==> config.mk <==
export PLATFORM = sky130hd
export DESIGN_NAME = npa_nodes
export DESIGN_NICKNAME = d
export VERILOG_FILES = /design/src/hdl/npa_pkg.sv /design/src/hdl/npa_nodes.sv
export VERILOG_INCLUDE_DIRS = /design/src /design/src/hdl
export SDC_FILE = /design/constraint.sdc
export NUM_CORES = 1
export LEC_CHECK = 0
export BUFFER_PORTS_ARGS = -buffer_cell sky130_fd_sc_hd__buf_2
export CAP_MARGIN = 20
export CORE_MARGIN = 2
export CORE_UTILIZATION = 55
export CTS_CLUSTER_DIAMETER = 40
export DETAILED_ROUTE_END_ITERATION = 8
export PLACE_DENSITY = 0.76
export SLEW_MARGIN = 20
export SYNTH_ARGS = -nofsm -noshare
export SYNTH_HDL_FRONTEND = slang
export SYNTH_SLANG_ARGS = --single-unit
export TNS_END_PERCENT = 100
==> constraint.sdc <==
create_clock -name clk -period 2.6 [get_ports clk]
set_input_delay 0.26 -clock clk [delete_from_list [all_inputs] [get_ports clk]]
set_output_delay 0.26 -clock clk [all_outputs]
set_load 0.05 [all_outputs]
==> src/hdl/assert_macros.svh <==
// ----------------------------------------------------------------------------
// Assertion macros shared by the page allocator modules
// ----------------------------------------------------------------------------
`ifndef ASSERT_MACROS_SVH
`define ASSERT_MACROS_SVH

// Check that an implication or expression holds at every clock edge out of reset
`define NPA_ASSERT(name, clk, rst_n, prop, msg) \
    name: assert property (@(posedge clk) disable iff (!rst_n) (prop)) \
        else $error(msg);

// Check that a condition never occurs out of reset
`define NPA_ASSERT_NEVER(name, clk, rst_n, cond, msg) \
    name: assert property (@(posedge clk) disable iff (!rst_n) !(cond)) \
        else $error(msg);

`endif

==> src/hdl/npa_pkg.sv <==
`timescale 1ns / 1ps
// ----------------------------------------------------------------------------
// npa_pkg
// Constants, codes and types of the NUMA-aware bump page allocator.
// ----------------------------------------------------------------------------
package npa_pkg;

    // Allocator geometry
    localparam int NODES          = 4;
    localparam int PAGES_PER_NODE = 1024;
    localparam int PAGE_SHIFT     = 12;
    localparam int SPAN_SHIFT     = 32;

    // Field widths
    localparam int MODE_W  = 3;
    localparam int NODE_W  = 2;
    localparam int ACT_W   = 3;
    localparam int ADDR_W  = 34;
    localparam int CNT_W   = $clog2(PAGES_PER_NODE + 1);
    localparam int TOT_W   = 13;
    localparam int STAT_W  = 32;
    localparam int PG_W    = 2;

    // Page store geometry
    localparam int IDX_W   = (PAGES_PER_NODE > 1) ? $clog2(PAGES_PER_NODE) : 1;
    localparam int AIDX_W  = SPAN_SHIFT - PAGE_SHIFT;
    localparam int DEPTH   = NODES * PAGES_PER_NODE;
    localparam int SLOT_W  = (DEPTH > 1) ? $clog2(DEPTH) : 1;

    // Request codes
    localparam logic [MODE_W-1:0] MODE_ALLOC  = 3'd0;
    localparam logic [MODE_W-1:0] MODE_FREE   = 3'd1;
    localparam logic [MODE_W-1:0] MODE_LOOKUP = 3'd2;
    localparam logic [MODE_W-1:0] MODE_INFO   = 3'd3;
    localparam logic [MODE_W-1:0] MODE_BEST   = 3'd4;

    // Page state codes
    localparam logic [PG_W-1:0] PG_UNSET = 2'd0;
    localparam logic [PG_W-1:0] PG_USED  = 2'd1;
    localparam logic [PG_W-1:0] PG_FREE  = 2'd2;

    typedef enum logic [3:0] {
        ST_CLEAR,
        ST_IDLE,
        ST_ALLOC_CHK,
        ST_ALLOC_SCAN,
        ST_FREE_UPD,
        ST_LOOKUP,
        ST_INFO,
        ST_BEST,
        ST_FAIL
    } state_t;

    // Update command to the node counter bank
    typedef struct packed {
        logic inc;
        logic dec;
    } node_cmd_t;

    // One result beat, less the running totals
    typedef struct packed {
        logic              ok;
        logic [ADDR_W-1:0] page_address;
        logic [NODE_W-1:0] page_node;
        logic              remote;
        logic              page_is_free;
        logic [NODE_W-1:0] roomiest_node;
        logic [CNT_W-1:0]  node_free_pages;
        logic [CNT_W-1:0]  node_used_pages;
    } result_t;

endpackage

==> src/hdl/npa_nodes.sv <==
`timescale 1ns / 1ps
`include "assert_macros.svh"
// ----------------------------------------------------------------------------
// npa_nodes
// Per-node bump and in-use counters with one selected read/update port.
// ----------------------------------------------------------------------------
module npa_nodes (
    input  logic                      clk,
    input  logic                      rst_n,
    input  logic [npa_pkg::NODE_W-1:0] sel,
    input  npa_pkg::node_cmd_t        cmd,
    output logic [npa_pkg::CNT_W-1:0]  bump_sel,
    output logic [npa_pkg::CNT_W-1:0]  used_sel
);

    import npa_pkg::*;

    logic [CNT_W-1:0] bump_reg  [NODES];
    logic [CNT_W-1:0] bump_next [NODES];
    logic [CNT_W-1:0] used_reg  [NODES];
    logic [CNT_W-1:0] used_next [NODES];

    // Read the selected node
    assign bump_sel = bump_reg[sel];
    assign used_sel = used_reg[sel];

    // Bump on allocate, drop the in-use count on a used-to-free transition
    always_comb
    begin
        for (int i = 0; i < NODES; i++)
        begin
            bump_next[i] = bump_reg[i];
            used_next[i] = used_reg[i];
        end
        if (cmd.inc)
        begin
            bump_next[sel] = bump_reg[sel] + CNT_W'(1);
            used_next[sel] = used_reg[sel] + CNT_W'(1);
        end
        else if (cmd.dec)
        begin
            used_next[sel] = used_reg[sel] - CNT_W'(1);
        end
    end

    always_ff @(posedge clk or negedge rst_n)
    begin
        if (!rst_n)
        begin
            for (int i = 0; i < NODES; i++)
            begin
                bump_reg[i] <= '0;
                used_reg[i] <= '0;
            end
        end
        else
        begin
            for (int i = 0; i < NODES; i++)
            begin
                bump_reg[i] <= bump_next[i];
                used_reg[i] <= used_next[i];
            end
        end
    end

    `NPA_ASSERT_NEVER(a_inc_dec_excl, clk, rst_n, cmd.inc && cmd.dec, "inc and dec together")
    `NPA_ASSERT(a_bump_room, clk, rst_n, cmd.inc |-> (bump_reg[sel] < CNT_W'(PAGES_PER_NODE)), "bump past node limit")
    `NPA_ASSERT(a_used_nonzero, clk, rst_n, cmd.dec |-> (used_reg[sel] != '0), "in-use count underflow")

endmodule

# [Yosys cells after proc, flatten, opt, wreduce, memory -nomap -nowiden]
# Index checks and enable logic that the tools add are counted.
[totals] in_bits=6 reg_bits=88 output_inout_bits=22 elab_cells=29
[op_classes] reduce_logical=2 muxes=13 n_addsub=3 order_cmp=2 bitwise=1
[op_table] operator="bitwise mux 44 bit" count=3
[op_table] operator="two-way mux 44 bit" count=2
[op_table] operator="two-way mux 11 bit" count=5
[op_table] operator="binary-select mux 11 bit (select 2 bit)" count=2
[op_table] operator="adder 11 x 1 -> 11 bit (second input constant)" count=2
[op_table] operator="demux 11 bit (select 2 bit)" count=1
[op_table] operator="subtractor 11 x 1 -> 11 bit (second input constant)" count=1
[op_table] operator="greater-or-equal comparator 3 bit (second input constant)" count=1
[op_table] operator="less-than comparator 3 x 1 -> 1 bit (second input constant)" count=1
[op_table] operator="NOT 2 -> 3 bit" count=1
[op_table] operator="nonzero test 2 bit" count=1
[op_table] operator="logical AND 1 bit" count=1

# [Longest topological paths before layout]
# Gate-level depths: netlist of run 1.
[logic_depth] depth_word=8 mapped_depth=10 depth_no_buf=8

# [Worst setup path after synthesis of run 1]
# OpenSTA, ideal clock, no wires.
[synth_path] path_kind="input port to flip-flop" from="input sel[0] in the netlist's numbering" to="register used_reg[26] in the netlist's numbering" setup_time_ns=0.119 setup_slack_ns=0.282 n_path_buf=2 stages=10 t_required_ns=2.481 arrival_time_ns=2.199 path_cell_list="buf_6 > mux4_2 > buf_2 > inv_1 > ha_1 > inv_1 > o31a_1 > o21ai_1 > o211ai_1 > o21a_1"
[synth_via] elab_chain_cells=8 elab_cells_between_ends=15 classes_between="add/sub (2); order compare (2); mux (9); bitwise (1); reduce/logical (1)"
[synth_lines] element="start: declaration" line="npa_nodes.sv:10" source="input logic [npa_pkg::NODE_W-1:0] sel,"
[synth_lines] element="NOT 2 -> 3 bit (*)"
[synth_lines] element="binary-select mux 11 bit (select 2 bit) (*)"
[synth_lines] element="two-way mux 11 bit (*) (2 in series)"
[synth_lines] element="named net used_sel, one bit" line="npa_nodes.sv:13" source="output logic [npa_pkg::CNT_W-1:0] used_sel"
[synth_lines] element="subtractor 11 x 1 -> 11 bit" line="npa_nodes.sv:42" source="used_next[sel] = used_reg[sel] - CNT_W'(1);"
[synth_lines] element="bitwise mux 44 bit" line="npa_nodes.sv:42"
[synth_lines] element="two-way mux 44 bit" line="npa_nodes.sv:40" source="else if (cmd.dec)"
[synth_lines] element="two-way mux 44 bit (*)" line="npa_nodes.sv:35" source="if (cmd.inc)"
[synth_lines] element="end signal: indexed assignment" line="npa_nodes.sv:61" source="used_reg[i] <= used_next[i];"
[synth_lines] element="end: declaration" line="npa_nodes.sv:20" source="logic [CNT_W-1:0] used_reg [NODES];"
# Mark *: on every way through the listed nets, which the timed path passes. The rest lies on a longest branch. The select of a mux whose other input is x is not followed.
# A chain may end at the register's enable or synchronous reset.

==> impl_metrics.toml, run 1 <==
[worst_setup_path]
crit_type = "reg2reg"
crit_required_ns = 2.83
rrSetupSlack_ns = 0.35
crit_path_frequent_cell = "nor3_1"
path_cells = "mux4_2 > buf_4 > ha_1 > inv_1 > nor3_1 > nor3_1 > o31ai_1"
worst_path_largest_cell_delay_ns = 0.48
worst_setup_path_start_kind = "flop"
cp-end-kind = "flop"
slowest_stage = "mux4_2"
critical-path-top-delay-family = "simple AND/OR/NAND/NOR gates"
arrival_ns = 2.48
crit_fanout = 10
worstPathBufferInverterCount = 2

[hold_path]
hp-class = "in2reg"

[pwr]
powerDensity_mw_per_mm2 = 1020
ir_drop_v = 0.000713
pwr-share-comb = 0.427
seqPwrFrac = 0.400
leakage_uw = 0.00207
p_sw_uw = 2220
internal_power_uw = 2940
clock_power_share = 0.172
switching_share = 0.430

[flow_run]
maxCapViolations = 0

[floorplanning]
core_mm2 = 0.00809
fp.dieArea_mm2 = 0.00900
rows = 33
io-pin-count = 28
start_util = 0.561
die_w_um = 94.9
die_h_um = 94.9

[clock_network]
clkTransAtPathRegs_ns = 0.09
clockRootBuffer = "clkbuf_8"
cts.htree.levels = 3
clockBufferDepth = 2
cts.sinks = 88
clk_latency_ns = 0.37
cts_tree = "built"
numCtsBuffers = 9
cts_resized = 0
cts_setup_buffers = 0

[finish]
ff_latch_area_mm2 = 0.00220
drive_gt1_frac = 0.208
multi_input_area_mm2 = 0.00217
n_fill_cell = 701
largest_register_ffs = 44
antenna_cells = 0
nNetsFinal = 490
area_delta_synth_final_pct = 11.2
final_cells = 591
stdcell_area_mm2 = 0.00505

[sta]
clock.fmax_mhz = 445
max_slew_margin = 0.543
fin_skew_ns = 0.0106
setup_tns_ns = 0
finalHoldViolCount = 0
rsz0062_at_grt = "false"
maxSlewViolCount = 0
setup_slack_ns = 0.350
setup_viol = 0
period_needed_ns = 2.25
worst_pin_slew_ns = 0.681
fin_crit_sh = 0.865

[detailed_routing]
drt_iter0_drc = 245
ant_nets = 0
first_pass_iters = 4
drc = 0
vias = 3587
wire_per_inst_um = 17.5
wl_mm = 10.4
vias_per_cell = 6.07

[yosys]
ys_warn_count = 0
yosysSeqAreaShare = 0.485
syn_nets = 455
synth_area_leader_cell = "dfrtp_1"
synth_edf_count = 0
avgSynthCellArea_um2 = 10.2
async_reset_ff_frac = 1.00
ys_top_cells_by_area = "dfrtp_1 48%, mux4_2 11%, o21ai_0 6.0%, nand2_1 5.2%, nor2_1 3.9%"
syn-cell-area_mm2 = 0.00454
syn_inst = 446
synth_commonest_cells = "88 x dfrtp_1, 63 x nand2_1, 54 x o21ai_0, 47 x nor2_1, 23 x a31oi_1"
post-synth-top-count-cell = "dfrtp_1"
ys.flop_type = "dfrtp_1"
ys_ff_latch = 88
ys_types = 44
yosysTopAreaCellShare = 0.485

[global_routing]
gr-usage-all-layers = 0.255
grt_pass1_wl_mm = 17.5
grt-ovfl-total = 0
grt_pass1_vias = 3560
antenna_found_initial = 0
grt_start_max_net_pins = 89

[placement]
dpl_cell_area_mm2 = 0.00486
dpl.cell_count = 574
pre_cts_slack_ns = 0.00320
dp.final_hpwl_mm = 7.29
port_buffers = 27
gp_congestion = 0.839

[outcome]
outcome = "finished clean"
[cells by family after synthesis]
kind of cell / after synthesis / share of synthesized area
buf+inv: 35 / 0.0383
mux: 25 / 0.117
compound gates: 120 / 0.156
simple gates: 161 / 0.168
fa+ha+maj: 3 / 0.00827
xor+xnor: 14 / 0.0270
flops: 88 / 0.485
[final timing paths]
| check | from | to | depth (start not counted) |
|---|---|---|---|
| min | cmd[1] | used_reg[27] | 3 |
| max in group asynchronous | rst_n | used_reg[38] | 3 |
| max | flop | used_reg[39] | 7 |
| min reg2reg | bump_reg[18] | bump_reg[18] | 2 |
| min in group asynchronous | rst_n | bump_reg[39] | 3 |
| max reg2reg | flop | used_reg[39] | 7 |
[power by group through the flow]
stage	clock (uW)	sequential [uW]	combinational, uW
after floorplan	0	2010	1730
after global placement	0	2070	2130
after global routing	967	2110	2410
final	890	2070	2210
after CTS	897	2070	2200
after detailed placement	0	2090	2200
[layout make-up]
type | instances | share of cell area
clock buffers | 9 | 0.0245
well taps | 105 | 0.0260
multi-input cells | 323 | 0.430
repair buffers | 52 | 0.0674
clock inverters | 7 | 0.0107
flip-flops and latches | 88 | 0.436
inverters | 7 | 0.00521
[timing repair]
action | 4_1_cts | 5_1_grt
endpoints found under the hold margin | 88 | 0
hold buffers | 1 | 0
endpoints found under the setup margin | 0 | 0
[per-layer routing]
metal	share of wire	GRT usage
met5	0	0
met4	0.014	0.0906
met3	0.044	0.0335
met2	0.50	0.426
met1	0.44	0.343
[cells in the final DEF, fill, tap and decap left out, types with 2 or more instances in the layout]
master       n
dfrtp_1     88
nand2_1     63
o21ai_0     54
nor2_1      47
buf_2       26
buf_4       24
a31oi_1     23
mux4_2      22
a21oi_1     13
nand3_1     11
nor3_1       9
clkbuf_8     9
xor2_1       8
o31ai_1      8
o21a_1       8
nand2b_1     7
inv_1        6
xnor2_1      6
o211ai_1     6
o31a_1       5
or3_1        3
nor4_1       3
nand4_1      3
ha_1         3
inv_6        3
clkinvlp_4   3
and2_1       2
nor4_4       2
[per-stage QoR]
stage	hold WS [ns]	util	power [uW]
detailed placement	0.337	0.600	4290
floorplan	-0.0356	-	3740
CTS	0.314	0.624	5170
global route	0.333	0.624	5490
finish	0.320	0.624	5160
global placement	0.332	0.600	4200
[worst min-delay path, cell delays in order]
cell and delay [ns]:
buf_2 0.20, o21ai_0 0.11, a31oi_1 0.09
Power figures use the tool's default switching activity.
==> run 2: changes to the inputs <==
Settings changed: ABC_CLOCK_PERIOD_IN_PS from default to 2600, RECOVER_POWER from default to 50.
==> impl_metrics.toml, run 2 (synthesis results as in run 1) <==
[clock_network]
cts_resized = 0
cts_setup_buffers = 0
cts.sinks = 88
clockRootBuffer = "clkbuf_8"
cts_tree = "built"
numCtsBuffers = 9
clk_latency_ns = 0.37
clkTransAtPathRegs_ns = 0.09
clockBufferDepth = 2
cts.htree.levels = 3

[sta]
fin_skew_ns = 0.0105
max_slew_margin = 0.205
fin_crit_sh = 0.876
worst_pin_slew_ns = 1.19
setup_tns_ns = 0
rsz0062_at_grt = "false"
maxSlewViolCount = 0
clock.fmax_mhz = 439
finalHoldViolCount = 0
period_needed_ns = 2.28
hold_ws_ns = 0.317
setup_viol = 0

[worst_setup_path]
cp.depth = 7
worst_setup_path_start_kind = "flop"
arrival_ns = 2.50
rrSetupSlack_ns = 0.32
crit_type = "reg2reg"
critical-path-top-delay-family = "simple AND/OR/NAND/NOR gates"
cp-end-kind = "flop"
worstPathBufferInverterCount = 2
crit_fanout = 10
path_cells = "mux4_2 > buf_4 > ha_1 > inv_1 > nor3_1 > nor3_1 > o31ai_1"
crit_required_ns = 2.83
r2r_end = "used_reg[39]"
reg2reg_depth = 7
worst_path_largest_cell_delay_ns = 0.49
slowest_stage = "mux4_2"
crit_path_end = "used_reg[39]"
crit_path_frequent_cell = "nor3_1"

[floorplanning]
io-pin-count = 28
die_w_um = 94.9
start_util = 0.561
die_h_um = 94.9
fp.dieArea_mm2 = 0.00900
core_mm2 = 0.00809
rows = 33

[placement]
port_buffers = 27
dpl.cell_count = 574
dpl_cell_area_mm2 = 0.00486
dp.final_hpwl_mm = 7.29
gp_congestion = 0.839

[finish]
stdcell_area_mm2 = 0.00502
multi_input_area_mm2 = 0.00217
mostFrequentLayoutCells = "88 x dfrtp_1, 63 x nand2_1, 54 x o21ai_0"
layout_commonest_cell = "dfrtp_1"
area_delta_synth_final_pct = 10.6
final_cells = 591
ff_latch_area_mm2 = 0.00220
drive_gt1_frac = 0.202
nNetsFinal = 490
antenna_cells = 0
largest_register_ffs = 44
n_fill_cell = 709

[pwr]
p_sw_uw = 2220
clock_power_share = 0.173
leakage_uw = 0.00206
switching_share = 0.431
fin_total_pwr_uw = 5160
ir_drop_v = 0.000716
pwr-share-comb = 0.427
internal_power_uw = 2930
powerDensity_mw_per_mm2 = 1030
seqPwrFrac = 0.401

[detailed_routing]
wl_mm = 10.4
drt_iter0_drc = 234
vias = 3579
ant_nets = 0
dr_wl_met3_um = 413
wl_met1_mm = 4.65
wire_per_inst_um = 17.6
vias_per_cell = 6.06
drc = 0
wl_met2_mm = 5.19
highest_layer = "met4"
first_pass_iters = 5

[global_routing]
grt-ovfl-total = 0
grt_start_max_net_pins = 89
grt_pass1_vias = 3560
antenna_found_initial = 0
gr-usage-all-layers = 0.255
grt_pass1_wl_mm = 17.5

[hold_path]
hp-class = "in2reg"
hold_depth = 3

[outcome]
outcome = "finished clean"

[flow_run]
maxCapViolations = 0
[run 2: power groups by stage]
stage          registers [uW]  clock network, uW  logic [uW]
2_1_floorplan            2010                  0        1730
3_3_place_gp             2070                  0        2130
3_5_place_dp             2090                  0        2200
4_1_cts                  2070                897        2200
5_1_grt                  2110                967        2400
6_report                 2070                890        2200
[run 2: area by class of cell]
| cell class | instances | share of cell area |
|---|---|---|
| Sequential cell | 88 | 0.438 |
| Multi-Input combinational cell | 323 | 0.432 |
| Timing Repair Buffer | 52 | 0.0630 |
| Tap cell | 105 | 0.0262 |
| Clock buffer | 9 | 0.0247 |
| Clock inverter | 7 | 0.0107 |
| Inverter | 7 | 0.00523 |
[run 2: how the worst min path moves through the flow]
stage                      start                          to  slack (ns)
after CTS                 cmd[1]                used_reg[27]        0.31
after global routing      cmd[1]                used_reg[27]        0.33
final                     cmd[1]                used_reg[27]        0.32
after global placement     rst_n                bump_reg[28]        0.33
after detailed placement   rst_n                bump_reg[39]        0.34
after floorplan            rst_n  asynchronous set/reset pin       -0.04
[run 2: worst register-to-register path: stages (launching register included)]
cell     delay (ns)
dfrtp_1        0.40
mux4_2         0.49
buf_4          0.19
ha_1           0.25
inv_1          0.13
nor3_1         0.08
nor3_1         0.46
o31ai_1        0.16
[run 2: stage by stage]
stage	setup slack (ns)	utilization
2_1_floorplan	0.282	-
3_3_place_gp	0.0871	0.600
3_5_place_dp	0.00320	0.600
4_1_cts	0.382	0.624
5_1_grt	0.218	0.621
6_report	0.322	0.621
[run 2: repair_timing]
action	4_1_cts	5_1_grt
hold buffers	1	0
hold endpoints to repair	88	0
setup endpoints to repair	0	0
[run 2: metal layers]
| metal | vias up | global-route usage |
|---|---|---|
| li1 | 1681 | - |
| met1 | 1784 | 0.343 |
| met2 | 100 | 0.426 |
| met3 | 14 | 0.0335 |
| met4 | 0 | 0.0906 |
| met5 | - | 0 |
==> run 3: changes to the inputs <==
==> constraint.sdc (replaced) <==
create_clock -name clk -period 2.6 [get_ports clk]
set_input_delay 0.13 -clock clk [delete_from_list [all_inputs] [get_ports clk]]
set_output_delay 0.13 -clock clk [all_outputs]
set_load 0.05 [all_outputs]
==> impl_metrics.toml, run 3 (synthesis results as in run 1) <==
[floorplanning]
die_w_um = 94.9
start_util = 0.561
die_h_um = 94.9
rows = 33
io-pin-count = 28
core_mm2 = 0.00809
fp.dieArea_mm2 = 0.00900

[clock_network]
cts.htree.levels = 3
numCtsBuffers = 9
clkTransAtPathRegs_ns = 0.08
cts_tree = "built"
clk_latency_ns = 0.36
clockBufferDepth = 2
cts.sinks = 88
clockRootBuffer = "clkbuf_8"

[placement]
dp.final_hpwl_mm = 7.06
gp_congestion = 0.840
port_buffers = 27

[finish]
nNetsFinal = 482
drive_gt1_frac = 0.179
antenna_cells = 0
largest_register_ffs = 44
layout_commonest_cell = "dfrtp_1"
area_delta_synth_final_pct = 9.56
mostFrequentLayoutCells = "88 x dfrtp_1, 63 x nand2_1, 54 x o21ai_0"
finish.utilization = 0.615

[detailed_routing]
ant_nets = 0
wl_met2_mm = 5.08
vias = 3551
wl_met1_mm = 4.36
drc = 0
drt_iter0_drc = 197
vias_per_cell = 6.11
wire_per_inst_um = 17.5
highest_layer = "met4"
dr_wl_met3_um = 566
wl_mm = 10.1
first_pass_iters = 4

[worst_setup_path]
reg2reg_depth = 6
slowest_stage = "mux4_2"
r2r_end = "used_reg[5]"
critical-path-top-delay-family = "compound AO/OA/AOI/OAI gates"
worst_path_largest_cell_delay_ns = 0.51
path_cells = "mux4_2 > clkbuf_1 > or3_1 > o31a_1 > o21ai_2 > a31oi_1"
crit_fanout = 9
worst_setup_path_start_kind = "flop"
cp-end-kind = "flop"
worstPathBufferInverterCount = 1
arrival_ns = 2.53
crit_required_ns = 2.84
rrSetupSlack_ns = 0.30
crit_type = "reg2reg"

[sta]
fin_skew_ns = 0.00657
fin_crit_sh = 0.884
hold_ws_ns = 0.208
clock.fmax_mhz = 435
max_slew_margin = 0.157
period_needed_ns = 2.30
finalHoldViolCount = 0
setup_tns_ns = 0
setup_viol = 0
worst_pin_slew_ns = 1.26
rsz0062_at_grt = "false"
maxSlewViolCount = 0

[pwr]
fin_total_pwr_uw = 5140
leakage_uw = 0.00203
powerDensity_mw_per_mm2 = 1030
ir_drop_v = 0.000761

[global_routing]
grt_pass1_vias = 3468
gr-usage-all-layers = 0.250
antenna_found_initial = 0
grt-ovfl-total = 0
grt_pass1_wl_mm = 17.1
grt_start_max_net_pins = 52

[outcome]
outcome = "finished clean"

[hold_path]
hp-class = "in2reg"
worstHoldStart = "cmd[1]"
hold_depth = 3
holdPathEnd = "used_reg[27]"

[flow_run]
maxCapViolations = 0
-- run 3: cell types whose count changed in the layout (fill, tap and decap cells not counted), moves of 2 or more --
cell | before | now
buf_2 | 26 | 23
buf_4 | 20 | 14
clkbuf_1 | 3 | 5
clkbuf_4 | 2 | 0
clkinvlp_4 | 3 | 1
inv_6 | 3 | 0
-- run 3: timing repair --
item	4_1_cts	5_1_grt
hold endpoints to repair	50	0
resized for setup	0	0
setup buffers	0	0
hold buffers	1	0
-- run 3: metrics by stage --
step / instances / area, um^2 / setup WS [ns]
after CTS: 581 / 4980 / 0.340
after global placement: 566 / 4800 / 0.115
after floorplan: 446 / 4540 / 0.381
after global routing: 581 / 4970 / 0.145
after detailed placement: 566 / 4800 / 0.0466
final: 581 / 4970 / 0.302
-- run 3: worst max path at each step --
stage	from	end	slack [ns]	cells after the start
floorplan	flop	used_reg[26]	0.38	9
global placement	sel[0]	bump_reg[32]	0.11	8
detailed placement	sel[0]	bump_reg[17]	0.05	8
CTS	used_reg[12]	used_reg[8]	0.34	8
global route	used_reg[12]	used_reg[24]	0.14	8
finish	flop	used_reg[5]	0.30	6
-- run 3: cell type report --
cell class | instances | area [um^2]
Inverter | 7 | 26.3
Clock buffer | 10 | 128
Multi-Input combinational cell | 323 | 2170
Tap cell | 105 | 131
Timing Repair Buffer | 44 | 270
Sequential cell | 88 | 2200
Clock inverter | 4 | 47.5
Fill cell | 673 | 3120
-- run 3: worst reg2reg max path, cell delays in order (launching register included) --
cell	delay (ns)
dfrtp_1	0.39
mux4_2	0.51
clkbuf_1	0.24
or3_1	0.42
o31a_1	0.28
o21ai_2	0.21
a31oi_1	0.12
-- run 3: power breakdown --
group,leakage (uW),switching (uW),internal (uW)
Combinational,0.000870,1440,730
Sequential,0.00107,240,1830
Clock,0.0000880,466,431
-- run 3: routing by layer --
layer  up-vias  global-route usage
li1       1657                   -
met5         -                   0
met1      1764               0.340
met4         0              0.0990
met2       118               0.404
met3        12              0.0399
