--- src/hdl/assert_macros.svh ---
// ----------------------------------------------------------------------------
// Assertion macros shared by the page allocator modules
// ----------------------------------------------------------------------------
`ifndef ASSERT_MACROS_SVH
`define ASSERT_MACROS_SVH

// Check that an implication or expression holds at every clock edge out of reset
`define NPA_ASSERT(name, clk, rst_n, prop, msg) \
    name: assert property (@(posedge clk) disable iff (!rst_n) (prop)) \
        else $error(msg);

// Check that a condition never occurs out of reset
`define NPA_ASSERT_NEVER(name, clk, rst_n, cond, msg) \
    name: assert property (@(posedge clk) disable iff (!rst_n) !(cond)) \
        else $error(msg);

`endif

--- src/hdl/npa_pkg.sv ---
`timescale 1ns / 1ps
// ----------------------------------------------------------------------------
// npa_pkg
// Constants, codes and types of the NUMA-aware bump page allocator.
// ----------------------------------------------------------------------------
package npa_pkg;

    // Allocator geometry
    localparam int NODES          = 4;
    localparam int PAGES_PER_NODE = 1024;
    localparam int PAGE_SHIFT     = 12;
    localparam int SPAN_SHIFT     = 32;

    // Field widths
    localparam int MODE_W  = 3;
    localparam int NODE_W  = 2;
    localparam int ACT_W   = 3;
    localparam int ADDR_W  = 34;
    localparam int CNT_W   = $clog2(PAGES_PER_NODE + 1);
    localparam int TOT_W   = 13;
    localparam int STAT_W  = 32;
    localparam int PG_W    = 2;

    // Page store geometry
    localparam int IDX_W   = (PAGES_PER_NODE > 1) ? $clog2(PAGES_PER_NODE) : 1;
    localparam int AIDX_W  = SPAN_SHIFT - PAGE_SHIFT;
    localparam int DEPTH   = NODES * PAGES_PER_NODE;
    localparam int SLOT_W  = (DEPTH > 1) ? $clog2(DEPTH) : 1;

    // Request codes
    localparam logic [MODE_W-1:0] MODE_ALLOC  = 3'd0;
    localparam logic [MODE_W-1:0] MODE_FREE   = 3'd1;
    localparam logic [MODE_W-1:0] MODE_LOOKUP = 3'd2;
    localparam logic [MODE_W-1:0] MODE_INFO   = 3'd3;
    localparam logic [MODE_W-1:0] MODE_BEST   = 3'd4;

    // Page state codes
    localparam logic [PG_W-1:0] PG_UNSET = 2'd0;
    localparam logic [PG_W-1:0] PG_USED  = 2'd1;
    localparam logic [PG_W-1:0] PG_FREE  = 2'd2;

    typedef enum logic [3:0] {
        ST_CLEAR,
        ST_IDLE,
        ST_ALLOC_CHK,
        ST_ALLOC_SCAN,
        ST_FREE_UPD,
        ST_LOOKUP,
        ST_INFO,
        ST_BEST,
        ST_FAIL
    } state_t;

    // Update command to the node counter bank
    typedef struct packed {
        logic inc;
        logic dec;
    } node_cmd_t;

    // One result beat, less the running totals
    typedef struct packed {
        logic              ok;
        logic [ADDR_W-1:0] page_address;
        logic [NODE_W-1:0] page_node;
        logic              remote;
        logic              page_is_free;
        logic [NODE_W-1:0] roomiest_node;
        logic [CNT_W-1:0]  node_free_pages;
        logic [CNT_W-1:0]  node_used_pages;
    } result_t;

endpackage

--- src/hdl/npa_ctrl.sv ---
`timescale 1ns / 1ps
`include "assert_macros.svh"
// ----------------------------------------------------------------------------
// npa_ctrl
// Request sequencer: clearing pass, node scans over one shared comparator,
// page-state read-modify-write, running totals and the result register.
// ----------------------------------------------------------------------------
module npa_ctrl (
    input  logic                       clk,
    input  logic                       rst_n,
    input  logic [npa_pkg::ACT_W-1:0]  live,
    input  logic                       start,
    input  logic [npa_pkg::MODE_W-1:0] mode,
    input  logic [npa_pkg::NODE_W-1:0] node,
    input  logic [npa_pkg::ADDR_W-1:0] address,
    output logic                       busy,
    output logic                       done,
    output npa_pkg::result_t           res,
    output logic [npa_pkg::TOT_W-1:0]  used_total,
    output logic [npa_pkg::STAT_W-1:0] local_allocs,
    output logic [npa_pkg::STAT_W-1:0] remote_allocs,
    output logic [npa_pkg::NODE_W-1:0] sel,
    output npa_pkg::node_cmd_t         cmd,
    input  logic [npa_pkg::CNT_W-1:0]  bump_sel,
    input  logic [npa_pkg::CNT_W-1:0]  used_sel,
    output logic                       ram_we,
    output logic [npa_pkg::SLOT_W-1:0] ram_waddr,
    output logic [npa_pkg::PG_W-1:0]   ram_wdata,
    output logic [npa_pkg::SLOT_W-1:0] ram_raddr,
    input  logic [npa_pkg::PG_W-1:0]   ram_rdata
);

    import npa_pkg::*;

    state_t            state_reg,  state_next;
    logic [NODE_W-1:0] want_reg,   want_next;
    logic [NODE_W-1:0] anode_reg,  anode_next;
    logic [SLOT_W-1:0] slot_reg,   slot_next;
    logic [NODE_W-1:0] scan_reg,   scan_next;
    logic [CNT_W-1:0]  most_reg,   most_next;
    logic [NODE_W-1:0] best_reg,   best_next;
    logic [SLOT_W-1:0] clr_reg,    clr_next;
    logic [TOT_W-1:0]  total_reg,  total_next;
    logic [STAT_W-1:0] local_reg,  local_next;
    logic [STAT_W-1:0] remote_reg, remote_next;
    logic              done_reg,   done_next;
    result_t           res_reg,    res_next;

    logic [NODE_W-1:0] in_node;
    logic [AIDX_W-1:0] in_pidx;
    logic              addr_ok;
    logic              want_ok;
    logic [SLOT_W-1:0] in_slot;
    logic [SLOT_W-1:0] alloc_slot;
    logic [ADDR_W-1:0] alloc_addr;
    logic [CNT_W-1:0]  free_sel;
    logic [CNT_W-1:0]  cmp_a;
    logic [CNT_W-1:0]  cmp_b;
    logic              cmp_lt;
    logic              scan_last;
    logic              clr_last;

    function automatic logic [SLOT_W-1:0] slot_of(input logic [NODE_W-1:0] nd,
                                                   input logic [IDX_W-1:0]  idx);
        slot_of = SLOT_W'(nd) * SLOT_W'(PAGES_PER_NODE) + SLOT_W'(idx);
    endfunction

    // Decode the incoming address and node
    assign in_node  = address[ADDR_W-1:SPAN_SHIFT];
    assign in_pidx  = address[SPAN_SHIFT-1:PAGE_SHIFT];
    assign addr_ok  = (ACT_W'(in_node) < live) && (in_pidx < AIDX_W'(PAGES_PER_NODE));
    assign want_ok  = ACT_W'(node) < live;
    assign in_slot  = slot_of(in_node, in_pidx[IDX_W-1:0]);
    assign ram_raddr = in_slot;

    // Next page of the selected node
    assign alloc_slot = slot_of(sel, bump_sel[IDX_W-1:0]);
    assign alloc_addr = (ADDR_W'(sel) << SPAN_SHIFT)
                      + (ADDR_W'(bump_sel[IDX_W-1:0]) << PAGE_SHIFT);

    assign free_sel  = CNT_W'(PAGES_PER_NODE) - used_sel;
    assign scan_last = ACT_W'(scan_reg) == (live - ACT_W'(1));
    assign clr_last  = clr_reg == SLOT_W'(DEPTH - 1);

    // Shared comparator: room test on bump counts, or best-node test
    always_comb
    begin
        if (state_reg == ST_BEST)
        begin
            cmp_a = most_reg;
            cmp_b = free_sel;
        end
        else
        begin
            cmp_a = bump_sel;
            cmp_b = CNT_W'(PAGES_PER_NODE);
        end
    end
    assign cmp_lt = cmp_a < cmp_b;

    // Select the node the bank reads and updates
    always_comb
    begin
        case (state_reg)
            ST_ALLOC_SCAN, ST_BEST: sel = scan_reg;
            ST_FREE_UPD, ST_LOOKUP: sel = anode_reg;
            default:                sel = want_reg;
        endcase
    end

    // Sequencer
    always_comb
    begin
        state_next  = state_reg;
        want_next   = want_reg;
        anode_next  = anode_reg;
        slot_next   = slot_reg;
        scan_next   = scan_reg;
        most_next   = most_reg;
        best_next   = best_reg;
        clr_next    = clr_reg;
        total_next  = total_reg;
        local_next  = local_reg;
        remote_next = remote_reg;
        done_next   = 1'b0;
        res_next    = res_reg;
        cmd         = '0;
        ram_we      = 1'b0;
        ram_waddr   = slot_reg;
        ram_wdata   = PG_FREE;

        case (state_reg)
            ST_CLEAR:
            begin
                // Sweep the page store to unset
                ram_we    = 1'b1;
                ram_waddr = clr_reg;
                ram_wdata = PG_UNSET;
                clr_next  = clr_reg + SLOT_W'(1);
                if (clr_last)
                begin
                    state_next = ST_IDLE;
                end
            end

            ST_IDLE:
            begin
                if (start)
                begin
                    want_next  = node;
                    anode_next = in_node;
                    slot_next  = in_slot;
                    scan_next  = '0;
                    most_next  = '0;
                    best_next  = '0;
                    case (mode)
                        MODE_ALLOC:  state_next = want_ok ? ST_ALLOC_CHK : ST_FAIL;
                        MODE_FREE:   state_next = addr_ok ? ST_FREE_UPD : ST_FAIL;
                        MODE_LOOKUP: state_next = addr_ok ? ST_LOOKUP : ST_FAIL;
                        MODE_INFO:   state_next = want_ok ? ST_INFO : ST_FAIL;
                        MODE_BEST:   state_next = ST_BEST;
                        default:     state_next = ST_FAIL;
                    endcase
                end
            end

            ST_ALLOC_CHK, ST_ALLOC_SCAN:
            begin
                if (cmp_lt && (state_reg == ST_ALLOC_CHK || scan_reg != want_reg))
                begin
                    // Serve from the selected node
                    cmd.inc    = 1'b1;
                    ram_we     = 1'b1;
                    ram_waddr  = alloc_slot;
                    ram_wdata  = PG_USED;
                    total_next = total_reg + TOT_W'(1);
                    if (state_reg == ST_ALLOC_SCAN)
                    begin
                        remote_next = remote_reg + STAT_W'(1);
                    end
                    else
                    begin
                        local_next = local_reg + STAT_W'(1);
                    end
                    res_next              = '0;
                    res_next.ok           = 1'b1;
                    res_next.page_address = alloc_addr;
                    res_next.page_node    = sel;
                    res_next.remote       = state_reg == ST_ALLOC_SCAN;
                    done_next             = 1'b1;
                    state_next            = ST_IDLE;
                end
                else if (state_reg == ST_ALLOC_CHK)
                begin
                    state_next = ST_ALLOC_SCAN;
                end
                else if (scan_last)
                begin
                    res_next   = '0;
                    done_next  = 1'b1;
                    state_next = ST_IDLE;
                end
                else
                begin
                    scan_next = scan_reg + NODE_W'(1);
                end
            end

            ST_FREE_UPD:
            begin
                // Mark free; drop counters only on a used page
                ram_we = 1'b1;
                if (ram_rdata == PG_USED)
                begin
                    cmd.dec    = 1'b1;
                    total_next = total_reg - TOT_W'(1);
                end
                res_next    = '0;
                res_next.ok = 1'b1;
                done_next   = 1'b1;
                state_next  = ST_IDLE;
            end

            ST_LOOKUP:
            begin
                res_next              = '0;
                res_next.ok           = 1'b1;
                res_next.page_node    = anode_reg;
                res_next.page_is_free = ram_rdata == PG_FREE;
                done_next             = 1'b1;
                state_next            = ST_IDLE;
            end

            ST_INFO:
            begin
                res_next                 = '0;
                res_next.ok              = 1'b1;
                res_next.node_free_pages = free_sel;
                res_next.node_used_pages = used_sel;
                done_next                = 1'b1;
                state_next               = ST_IDLE;
            end

            ST_BEST:
            begin
                if (live == '0)
                begin
                    res_next    = '0;
                    res_next.ok = 1'b1;
                    done_next   = 1'b1;
                    state_next  = ST_IDLE;
                end
                else
                begin
                    // Keep the first node with strictly more free pages
                    if (cmp_lt)
                    begin
                        most_next = free_sel;
                        best_next = scan_reg;
                    end
                    if (scan_last)
                    begin
                        res_next               = '0;
                        res_next.ok            = 1'b1;
                        res_next.roomiest_node = best_next;
                        done_next              = 1'b1;
                        state_next             = ST_IDLE;
                    end
                    else
                    begin
                        scan_next = scan_reg + NODE_W'(1);
                    end
                end
            end

            ST_FAIL:
            begin
                res_next   = '0;
                done_next  = 1'b1;
                state_next = ST_IDLE;
            end

            default:
            begin
                state_next = ST_IDLE;
            end
        endcase
    end

    // Control and counter registers
    always_ff @(posedge clk or negedge rst_n)
    begin
        if (!rst_n)
        begin
            state_reg  <= ST_CLEAR;
            clr_reg    <= '0;
            scan_reg   <= '0;
            total_reg  <= '0;
            local_reg  <= '0;
            remote_reg <= '0;
            done_reg   <= 1'b0;
        end
        else
        begin
            state_reg  <= state_next;
            clr_reg    <= clr_next;
            scan_reg   <= scan_next;
            total_reg  <= total_next;
            local_reg  <= local_next;
            remote_reg <= remote_next;
            done_reg   <= done_next;
        end
    end

    // Request and result payload registers
    always_ff @(posedge clk)
    begin
        want_reg  <= want_next;
        anode_reg <= anode_next;
        slot_reg  <= slot_next;
        most_reg  <= most_next;
        best_reg  <= best_next;
        res_reg   <= res_next;
    end

    assign busy          = state_reg != ST_IDLE;
    assign done          = done_reg;
    assign res           = res_reg;
    assign used_total    = total_reg;
    assign local_allocs  = local_reg;
    assign remote_allocs = remote_reg;

    `NPA_ASSERT(a_done_after_work, clk, rst_n,
                done_reg |-> ($past(state_reg) != ST_IDLE && $past(state_reg) != ST_CLEAR),
                "result without work")
    `NPA_ASSERT(a_alloc_marks_used, clk, rst_n,
                cmd.inc |-> (ram_we && ram_wdata == PG_USED),
                "allocate without page write")
    `NPA_ASSERT(a_total_nonzero, clk, rst_n,
                cmd.dec |-> (total_reg != '0),
                "total in-use underflow")

endmodule
--- config.mk ---
export PLATFORM = sky130hd
export DESIGN_NAME = npa_ctrl
export DESIGN_NICKNAME = d
export VERILOG_FILES = /design/src/hdl/npa_pkg.sv /design/src/hdl/npa_ctrl.sv
export VERILOG_INCLUDE_DIRS = /design/src /design/src/hdl
export SDC_FILE = /design/constraint.sdc
export NUM_CORES = 1
export LEC_CHECK = 0
export BUFFER_PORTS_ARGS = -buffer_cell sky130_fd_sc_hd__clkbuf_2
export CAP_MARGIN = 20
export CORE_AREA = 2 2 106 184
export CTS_BUF_LIST = sky130_fd_sc_hd__clkbuf_16
export DETAILED_ROUTE_END_ITERATION = 16
export DIE_AREA = 0 0 108 186
export GPL_TIMING_DRIVEN = 0
export PLACE_DENSITY = 0.78
export SETUP_SLACK_MARGIN = 0.3
export SLEW_MARGIN = 20
export SYNTH_ARGS = -nofsm -noshare
export SYNTH_HDL_FRONTEND = slang
export SYNTH_SLANG_ARGS = --single-unit
--- constraint.sdc ---
create_clock -name clk -period 5 [get_ports clk]
set_input_delay 0.75 -clock clk [delete_from_list [all_inputs] [get_ports clk]]
set_output_delay 0.75 -clock clk [all_outputs]
set_load 0.01 [all_outputs]
# Word-level counts from Yosys, hierarchy flattened
# Cells that the tools add are included.
[word_totals]
reg_bits = 188
word_cells = 140
[op_classes]
n_addsub = 11
order_cmp = 4
n_eq_ne = 29
n_mux = 51
bitwise_logic = 1
n_reduce_logical = 24
[op_table]
columns = ["operator", "n"]
rows = [
  ["one-hot mux 63 bit (6 select lines)", 1],
  ["2-to-1 mux 63 bit", 5],
  ["adder 32 x 1 -> 32 bit (second input constant)", 2],
  ["2-to-1 mux 11 bit", 5],
  ["2-to-1 mux 4 bit", 10],
  ["adder 34 x 22 -> 34 bit", 1],
  ["2-to-1 mux 13 bit", 2],
  ["one-hot mux 13 bit (2 select lines)", 1],
  ["adder 12 x 10 -> 12 bit", 2],
  ["one-hot mux 12 bit (2 select lines)", 1],
  ["one-hot mux 11 bit (2 select lines)", 1],
  ["< comparator 20 x 11 -> 1 bit (second input constant)", 1],
  ["one-hot mux 4 bit (5 select lines)", 1],
  ["== test 4 x 3 -> 1 bit (second input constant)", 4],
  ["2-to-1 mux 2 bit", 8],
  ["inequality test 2 bit (second input constant)", 8],
  ["one-hot mux 4 bit (4 select lines)", 1],
  ["adder 13 x 1 -> 13 bit (second input constant)", 1],
  ["subtractor 13 x 1 -> 13 bit (second input constant)", 1],
  ["adder 12 x 1 -> 12 bit (second input constant)", 1],
  ["== test 12 bit (second input constant)", 1],
  ["2-to-1 mux 12 bit", 1],
  ["one-hot mux 2 bit (2 select lines)", 3],
  ["AND reduction 3 bit", 4],
  ["other kinds (35)", 54],
]

# Depth between registers and ports, before layout
# Gate-level depths: netlist of the first run.
[logic_depth]
ltp_word = 7
ltp_mapped = 17
depth_no_buf = 15

# Worst setup path after synthesis of the first run
# OpenSTA, ideal clock, no wires.
[synth_path]
path_kind = "input port to flip-flop"
from = "input used_sel[0] in the netlist's numbering"
to = "register res_reg, in the netlist res[10] (enable)"
arrival_ps = 5341
required_time_ps = 4548
setup_slack_ps = -793
cell_stages = 15
cell_sequence = "inv_1 > ha_1 > inv_1 > or4_1 > xnor2_1 > nor2_1 > inv_1 > ha_1 > nand3_1 > a21boi_0 > a211oi_2 > buf_2 > nand2_1 > o31a_1 > o22ai_1"
[synth_between]
elab_chain_len = 6
elab_cells_between_ends = 7
[synth_rtl]
columns = ["item", "line", "rtl"]
rows = [
  ["from (decl)", "npa_ctrl.sv:25", "input logic [npa_pkg::CNT_W-1:0] used_sel,"],
  ["subtractor 11 bit (*)", "npa_ctrl.sv:81", "assign free_sel = CNT_W'(PAGES_PER_NODE) - used_sel;"],
  ["2-to-1 mux 11 bit (*)", "npa_ctrl.sv:88", "if (state_reg == ST_BEST)"],
  ["< comparator 11 bit (*)", "npa_ctrl.sv:99", "assign cmp_lt = cmp_a < cmp_b;"],
  ["logical AND 1 bit (*)", "npa_ctrl.sv:169", "if (cmp_lt && (state_reg == ST_ALLOC_CHK || scan_reg != want_reg))"],
  ["inequality test 3 bit (no line)", "--", ""],
  ["AND reduction 4 bit (no line) (*)", "--", ""],
  ["to (signal assigned)", "npa_ctrl.sv:323", "res_reg <= res_next;"],
  ["to (decl)", "npa_ctrl.sv:47", "result_t res_reg, res_next;"],
]
# Mark *: on every way between the ends. The rest lies on a longest branch, timed or not.
# A chain may end at the register's enable or synchronous reset.

# Final worst setup path of the first run
[layout_path]
from = "input used_sel[0] in the netlist's numbering"
to = "output ram_waddr[11] in the netlist's numbering"
[layout_between]
elab_chain_len = 6
[layout_rtl]
columns = ["item", "line", "rtl"]
rows = [
  ["subtractor 11 bit", "npa_ctrl.sv:81", ""],
  ["2-to-1 mux 11 bit", "npa_ctrl.sv:88", ""],
  ["< comparator 11 bit", "npa_ctrl.sv:99", ""],
  ["logical AND 1 bit", "npa_ctrl.sv:169", ""],
  ["2-to-1 mux 12 bit", "npa_ctrl.sv:169", ""],
  ["one-hot mux 12 bit (2 select lines)", "npa_ctrl.sv:132", "case (state_reg)"],
  ["to (decl)", "npa_ctrl.sv:27", "output logic [npa_pkg::SLOT_W-1:0] ram_waddr,"],
]
# No other way between the ends.

==> results.json, run 1 <==
{
  "largest_register_ffs": 40,
  "cts-root-buf": "clkbuf_16",
  "cts_htree_levels": 4,
  "slew_viol_final": 0,
  "drt-vias-per-instance": 5.25,
  "grt_usage_pct": 22.3,
  "nets": 1211,
  "gr-usage-met1_pct": 23.6,
  "synthTopCellsByArea": "dfrtp_1 27%, edfxtp_1 23%, xor2_1 4.9%",
  "synth_area_um2": 8750,
  "gp_congestion": 0.887,
  "start_kind": "input pin",
  "worstSkewPairLatency_ns": 0.43,
  "p_per_area_nw_per_um2": 440,
  "synthTopCellsByCount": "110 x nand2_1, 96 x dfrtp_1, 68 x nor2_1",
  "maxCapViolations": 0,
  "skew_ns": 0.0119,
  "final.min_clock_period_ns": 4.55,
  "drt-wirelength-per-cell_um": 16.6,
  "synth-edff-count": 67,
  "cp_common_cell": "inv_1",
  "drc": 0,
  "place_area_um2": 10300,
  "yosysUniqueCellTypes": 71,
  "share_comb_of_total_power_pct": 34.5,
  "vdd_ir_drop_max_v": 0.000289,
  "pwr-share-clk_pct": 26.4,
  "start_util_pct": 47.1,
  "io_buffers": 207,
  "reg2reg_depth": 17,
  "grt_pass1_vias": 7169,
  "total_power_w": 0.00489,
  "crit_path_top_delay_cell": "or4_1",
  "p_int_w": 0.00306,
  "cts_sinks": 163,
  "area_delta_synth_final_pct": 26.8,
  "post-route-period-util_pct": 90.9,
  "rsz0062_at_grt": "false",
  "worst_pin_slew_ns": 1.05,
  "busiest_layer": "met2",
  "cts_tree": "yes",
  "worstPathMaxFanout": 5,
  "p_sw_w": 0.00183,
  "dpl.hpwl_mm": 17.5,
  "grt_max_degree": 64,
  "grt_overflow": 0,
  "synthArstFlopShare_pct": 58.9,
  "synth_top_area_share_pct": 27.4,
  "rows": 66,
  "antennaDiodeCount": 0,
  "maxSlewHeadroom_pct": 29.7,
  "end_kind": "output port",
  "timing.fmax_mhz": 220,
  "io_pins": 242,
  "ys_ff_latch": 163,
  "syn_inst": 853,
  "grt_pass1_wl_mm": 35.1,
  "ys_seq_area_share_pct": 50.4,
  "antenna_found_initial": 0,
  "p_seq_share_pct": 39.1,
  "path_clk_slew_ns": 0.07,
  "synth_warnings": 0,
  "antenna_left": 0,
  "drive_gt1_share_pct": 30.0,
  "dieArea_um2": 20100,
  "hold_class": "in -> async",
  "regArea_um2": 4410,
  "required_ns": 4.25,
  "wirelength_mm": 22.6,
  "numCtsBuffers": 17,
  "critPathKind": "in -> out",
  "status": "completed",
  "grt.met2_usage_pct": 42.2,
  "cp_cell_sequence": "clkbuf_2 > inv_1 > ha_4 > inv_1 > or4_1 > xnor2_1 > nor2_1 > inv_1 > ha_1 > and4_1 > a211oi_4 > buf_6 > nand2_4 > buf_12 > o221ai_1 > clkbuf_2",
  "avgSynthCellArea_um2": 10.3,
  "multi_input_area_um2": 4010,
  "drtPass1Iterations": 5,
  "cp.arrival_ns": 3.80,
  "swShare_pct": 37.4,
  "finalSetupViolations": 0,
  "die_h_um": 186,
  "power_leakage_nw": 5.35,
  "synthFlopType": "dfrtp_1",
  "grt_util_met3_pct": 4.87,
  "vias": 7156,
  "fin_setup_tns_ns": 0,
  "fill_cells": 1597,
  "yosysMostFrequentCell": "nand2_1",
  "slowest_delay_ns": 0.49,
  "fp.coreArea_um2": 18600,
  "finalInstanceArea_um2": 11100,
  "clock_tree.buffer_depth": 2,
  "die_w_um": 108,
  "hold_buffers": 0,
  "hold_violations": 0,
  "dr.first_iter.drc_count": 449,
  "yosysTopAreaCell": "dfrtp_1"
}
## path summary, 6_finish.rpt
kind                                   from                 to  slack (ns)
max reg2reg                    state_reg[3]            res[23]        0.59
min in group clk           local_allocs[31]   local_allocs[31]        0.47
min reg2reg                local_allocs[31]   local_allocs[31]        0.47
min                                   rst_n      used_total[5]        0.22
max                             used_sel[0]      ram_waddr[11]        0.45
max in group asynchronous             rst_n  remote_allocs[12]        4.15
## metal layers
metal / up-vias / wire length [µm]
met5: - / 0
met4: 0 / 595
met3: 41 / 1260
met2: 232 / 12500
met1: 3427 / 8270
li1: 3456 / -
## area by class of cell
type                            instances  share of cell area [%]
Tap cell                              238                    2.68
Sequential cell                       163                    39.8
Inverter                               42                    1.44
Clock inverter                         15                    1.48
Buffer                                 60                    3.88
Multi-Input combinational cell        609                    36.1
Timing Repair Buffer                  219                    10.8
Clock buffer                           17                    3.83
## critical path, delay by kind of cell
family	cells	cell delay, ns
buffers and inverters	7	0.90
AO/OA/AOI/OAI	2	0.55
adder cells (fa/ha/maj)	2	0.49
XOR/XNOR	1	0.16
AND/OR/NAND/NOR	4	0.95
## repair_timing
item	CTS	global route
pin swaps	4	6
setup buffers	6	3
setup endpoints to repair	68	29
gates resized for setup	25	24
## placed cells by master, fill, tap and decap left out, types with 4 or more instances in the layout
master,count
buf_4,44
buf_2,6
edfxtp_1,67
or4_1,4
nand2_1,108
and4_1,8
nor2_1,66
clkbuf_2,207
o21ai_0,15
clkbuf_1,7
xor2_1,49
a21oi_1,22
mux2i_1,4
nand4_1,20
clkbuf_16,17
nand2b_1,13
nand3_1,29
inv_1,41
and2_1,25
inv_6,4
and3_1,11
a22oi_1,10
nor4_1,14
xnor2_1,45
nor3_1,20
ha_1,26
inv_8,5
o21a_1,7
buf_6,6
o31ai_1,4
a21o_1,6
dfrtp_1,96
conb_1,22
## cell families after synthesis
| logic type | count (synthesis) | synth area share, % |
|---|---|---|
| flops | 163 | 50.4 |
| other cells | 1 | 0.0428 |
| xor+xnor | 95 | 9.59 |
| mux | 7 | 0.843 |
| buf+inv | 102 | 6.16 |
| compound gates | 106 | 8.53 |
| fa+ha+maj | 30 | 4.37 |
| simple gates | 349 | 20.0 |
## power groups by stage
| stage | Combinational [W] | Sequential, W | Clock, W |
|---|---|---|---|
| CTS | 0.00165 | 0.00191 | 0.00131 |
| detailed placement | 0.00162 | 0.00193 | 0 |
| global route | 0.00184 | 0.00194 | 0.00137 |
| floorplan | 0.000904 | 0.00198 | 0 |
| finish | 0.00169 | 0.00191 | 0.00129 |
| global placement | 0.00155 | 0.00193 | 0 |
## per-stage QoR
| step | cells | utilization (%) | hold WS, ns | setup WS (ns) |
|---|---|---|---|---|
| 4_1_cts | 1360 | 59.1 | 0.224 | 0.308 |
| 3_3_place_gp | 1319 | 54.8 | 0.455 | -0.775 |
| 6_report | 1363 | 59.7 | 0.220 | 0.454 |
| 2_1_floorplan | 874 | - | 0.454 | 0.448 |
| 5_1_grt | 1363 | 59.7 | 0.233 | 0.308 |
| 3_5_place_dp | 1322 | 55.2 | 0.461 | -0.588 |
(Power assumes the default switching activity.)
==> run 2: changes to the inputs <==
--- a/config.mk
+++ b/config.mk
@@ -12,8 +12,10 @@
 export CTS_BUF_LIST = sky130_fd_sc_hd__clkbuf_16
 export DETAILED_ROUTE_END_ITERATION = 16
 export DIE_AREA = 0 0 108 186
+export GPL_ROUTABILITY_DRIVEN = 0
 export GPL_TIMING_DRIVEN = 0
 export PLACE_DENSITY = 0.78
+export RECOVER_POWER = 50
 export SETUP_SLACK_MARGIN = 0.3
 export SLEW_MARGIN = 20
 export SYNTH_ARGS = -nofsm -noshare
==> results.json, run 2 (synthesized netlist as in run 1, its figures left out) <==
{
  "grt_pass1_vias": 7169,
  "rows": 66,
  "finalInstanceArea_um2": 10900,
  "vdd_ir_drop_max_v": 0.000280,
  "io_buffers": 207,
  "die_w_um": 108,
  "cts-root-buf": "clkbuf_16",
  "worst_pin_slew_ns": 1.76,
  "required_ns": 4.25,
  "p_per_area_nw_per_um2": 444,
  "fin_setup_tns_ns": 0,
  "die_h_um": 186,
  "nets": 1211,
  "grt_pass1_wl_mm": 35.1,
  "maxSlewHeadroom_pct": -17.6,
  "place_area_um2": 10300,
  "cts_sinks": 163,
  "final_common_cell": "clkbuf_1",
  "antenna_left": 0,
  "start_kind": "flip-flop",
  "dpl.hpwl_mm": 17.5,
  "final_cell_mix": "138 x clkbuf_1, 108 x nand2_1, 96 x dfrtp_1",
  "drt-wirelength-per-cell_um": 16.7,
  "slew_viol_final": 99,
  "drc": 0,
  "failed_checks": "capacitance limit, slew limit",
  "vias": 7176,
  "io_pins": 242,
  "finalSetupViolations": 0,
  "status": "finished with violations",
  "cts_htree_levels": 4,
  "timing.fmax_mhz": 217,
  "worstSkewPairLatency_ns": 0.43,
  "dr.first_iter.drc_count": 393,
  "area_delta_synth_final_pct": 24.6,
  "power_leakage_nw": 4.93,
  "final.min_clock_period_ns": 4.60,
  "place_ws_ns": -0.588,
  "hold_class": "reg -> reg",
  "grt_overflow": 0,
  "maxCapViolations": 2,
  "start_util_pct": 47.1,
  "drtPass1Iterations": 5,
  "cp.arrival_ns": 3.85,
  "wirelength_mm": 22.7,
  "antenna_found_initial": 0,
  "skew_ns": 0.0126,
  "antennaDiodeCount": 0,
  "path_clk_slew_ns": 0.07,
  "rsz0062_at_grt": "false",
  "grt_usage_pct": 22.3,
  "drt-vias-per-instance": 5.26,
  "dieArea_um2": 20100,
  "worstPathMaxFanout": 10,
  "end_kind": "output port",
  "min_path_cells": 1,
  "fp.coreArea_um2": 18600,
  "largest_register_ffs": 40,
  "grt_max_degree": 64,
  "reg2reg_depth": 17,
  "critPathKind": "reg -> out",
  "drive_gt1_share_pct": 18.3,
  "post-route-period-util_pct": 92.0,
  "clock_tree.buffer_depth": 2,
  "worst_slack_ns": 0.398,
  "numCtsBuffers": 17,
  "cts_tree": "yes",
  "hold_violations": 0
}
[run 2: changes by cell type in the layout (fill, tap and decap cells not counted)]
| cell | before | now |
|---|---|---|
| clkbuf_1 | 7 | 138 |
| clkbuf_8 | 3 | 2 |
| buf_16 | 2 | 1 |
| clkbuf_4 | 1 | 0 |
| buf_2 | 6 | 5 |
| clkbuf_2 | 207 | 80 |
[run 2: layout make-up]
type / instances / area, µm²
tap: 238 / 298
clock inverter: 15 / 164
buffer: 60 / 425
timing repair buffer: 219 / 1010
sequential: 163 / 4410
fill: 1658 / 7680
multi-input combinational: 609 / 4010
inverter: 42 / 160
clock buffer: 17 / 425
[run 2: critical path, cell delays in order (launching register included)]
cell and delay (ns):
dfrtp_1 0.41, nand2b_1 0.16, buf_4 0.17, or2_2 0.30, clkbuf_1 0.22, clkbuf_8 0.23, nand2_2 0.10, nand2_1 0.06
ha_1 0.21, nor4b_2 0.30, a22oi_2 0.14, a211oi_4 0.37, buf_6 0.17, a21oi_4 0.07, a221o_1 0.34, clkbuf_2 0.15
[run 2: per-layer routing]
layer  global-route usage, %  vias up  share of wire (%)
met2                    42.2      240                 55
met5                       0        -                  0
met1                    23.6     3445                 36
met3                    4.87       33                6.0
li1                        -     3458                  -
met4                    8.67        0                2.3
[run 2: final timing paths]
kind	to	from	slack, ns
worst min-delay path	local_allocs[31]	local_allocs[31]	0.47
min in group asynchronous	used_total[5]	rst_n	0.79
worst max-delay path	ram_waddr[10]	state_reg[3]	0.40
worst min register to register	local_allocs[31]	local_allocs[31]	0.47
worst max register to register	res[23]	state_reg[3]	0.49
max in group asynchronous	remote_allocs[4]	rst_n	1.84
[run 2: per-stage QoR]
stage | instances | power (W) | utilization [%] | hold slack [ns]
after detailed placement | 1322 | 0.00356 | 55.2 | 0.461
after global routing | 1363 | 0.00511 | 58.7 | 0.486
after floorplan | 874 | 0.00289 | - | 0.454
after CTS | 1360 | 0.00488 | 59.1 | 0.224
final | 1363 | 0.00484 | 58.7 | 0.468
after global placement | 1319 | 0.00348 | 54.8 | 0.455
[run 2: what timing repair did]
action,CTS,global route
setup buffers,6,3
hold endpoints to repair,0,0
pin swaps,4,6
hold buffers,0,0
endpoints found under the setup margin,68,29
gates resized for setup,25,24
[run 2: report_power, final]
part | total (W) | internal (W) | switching [W] | leakage, nW
clock network | 0.00129 | 0.000672 | 0.000619 | 0.283
registers | 0.00191 | 0.00173 | 0.000179 | 1.88
logic | 0.00164 | 0.000614 | 0.00103 | 2.76
total | 0.00484 | 0.00302 | 0.00182 | 4.93
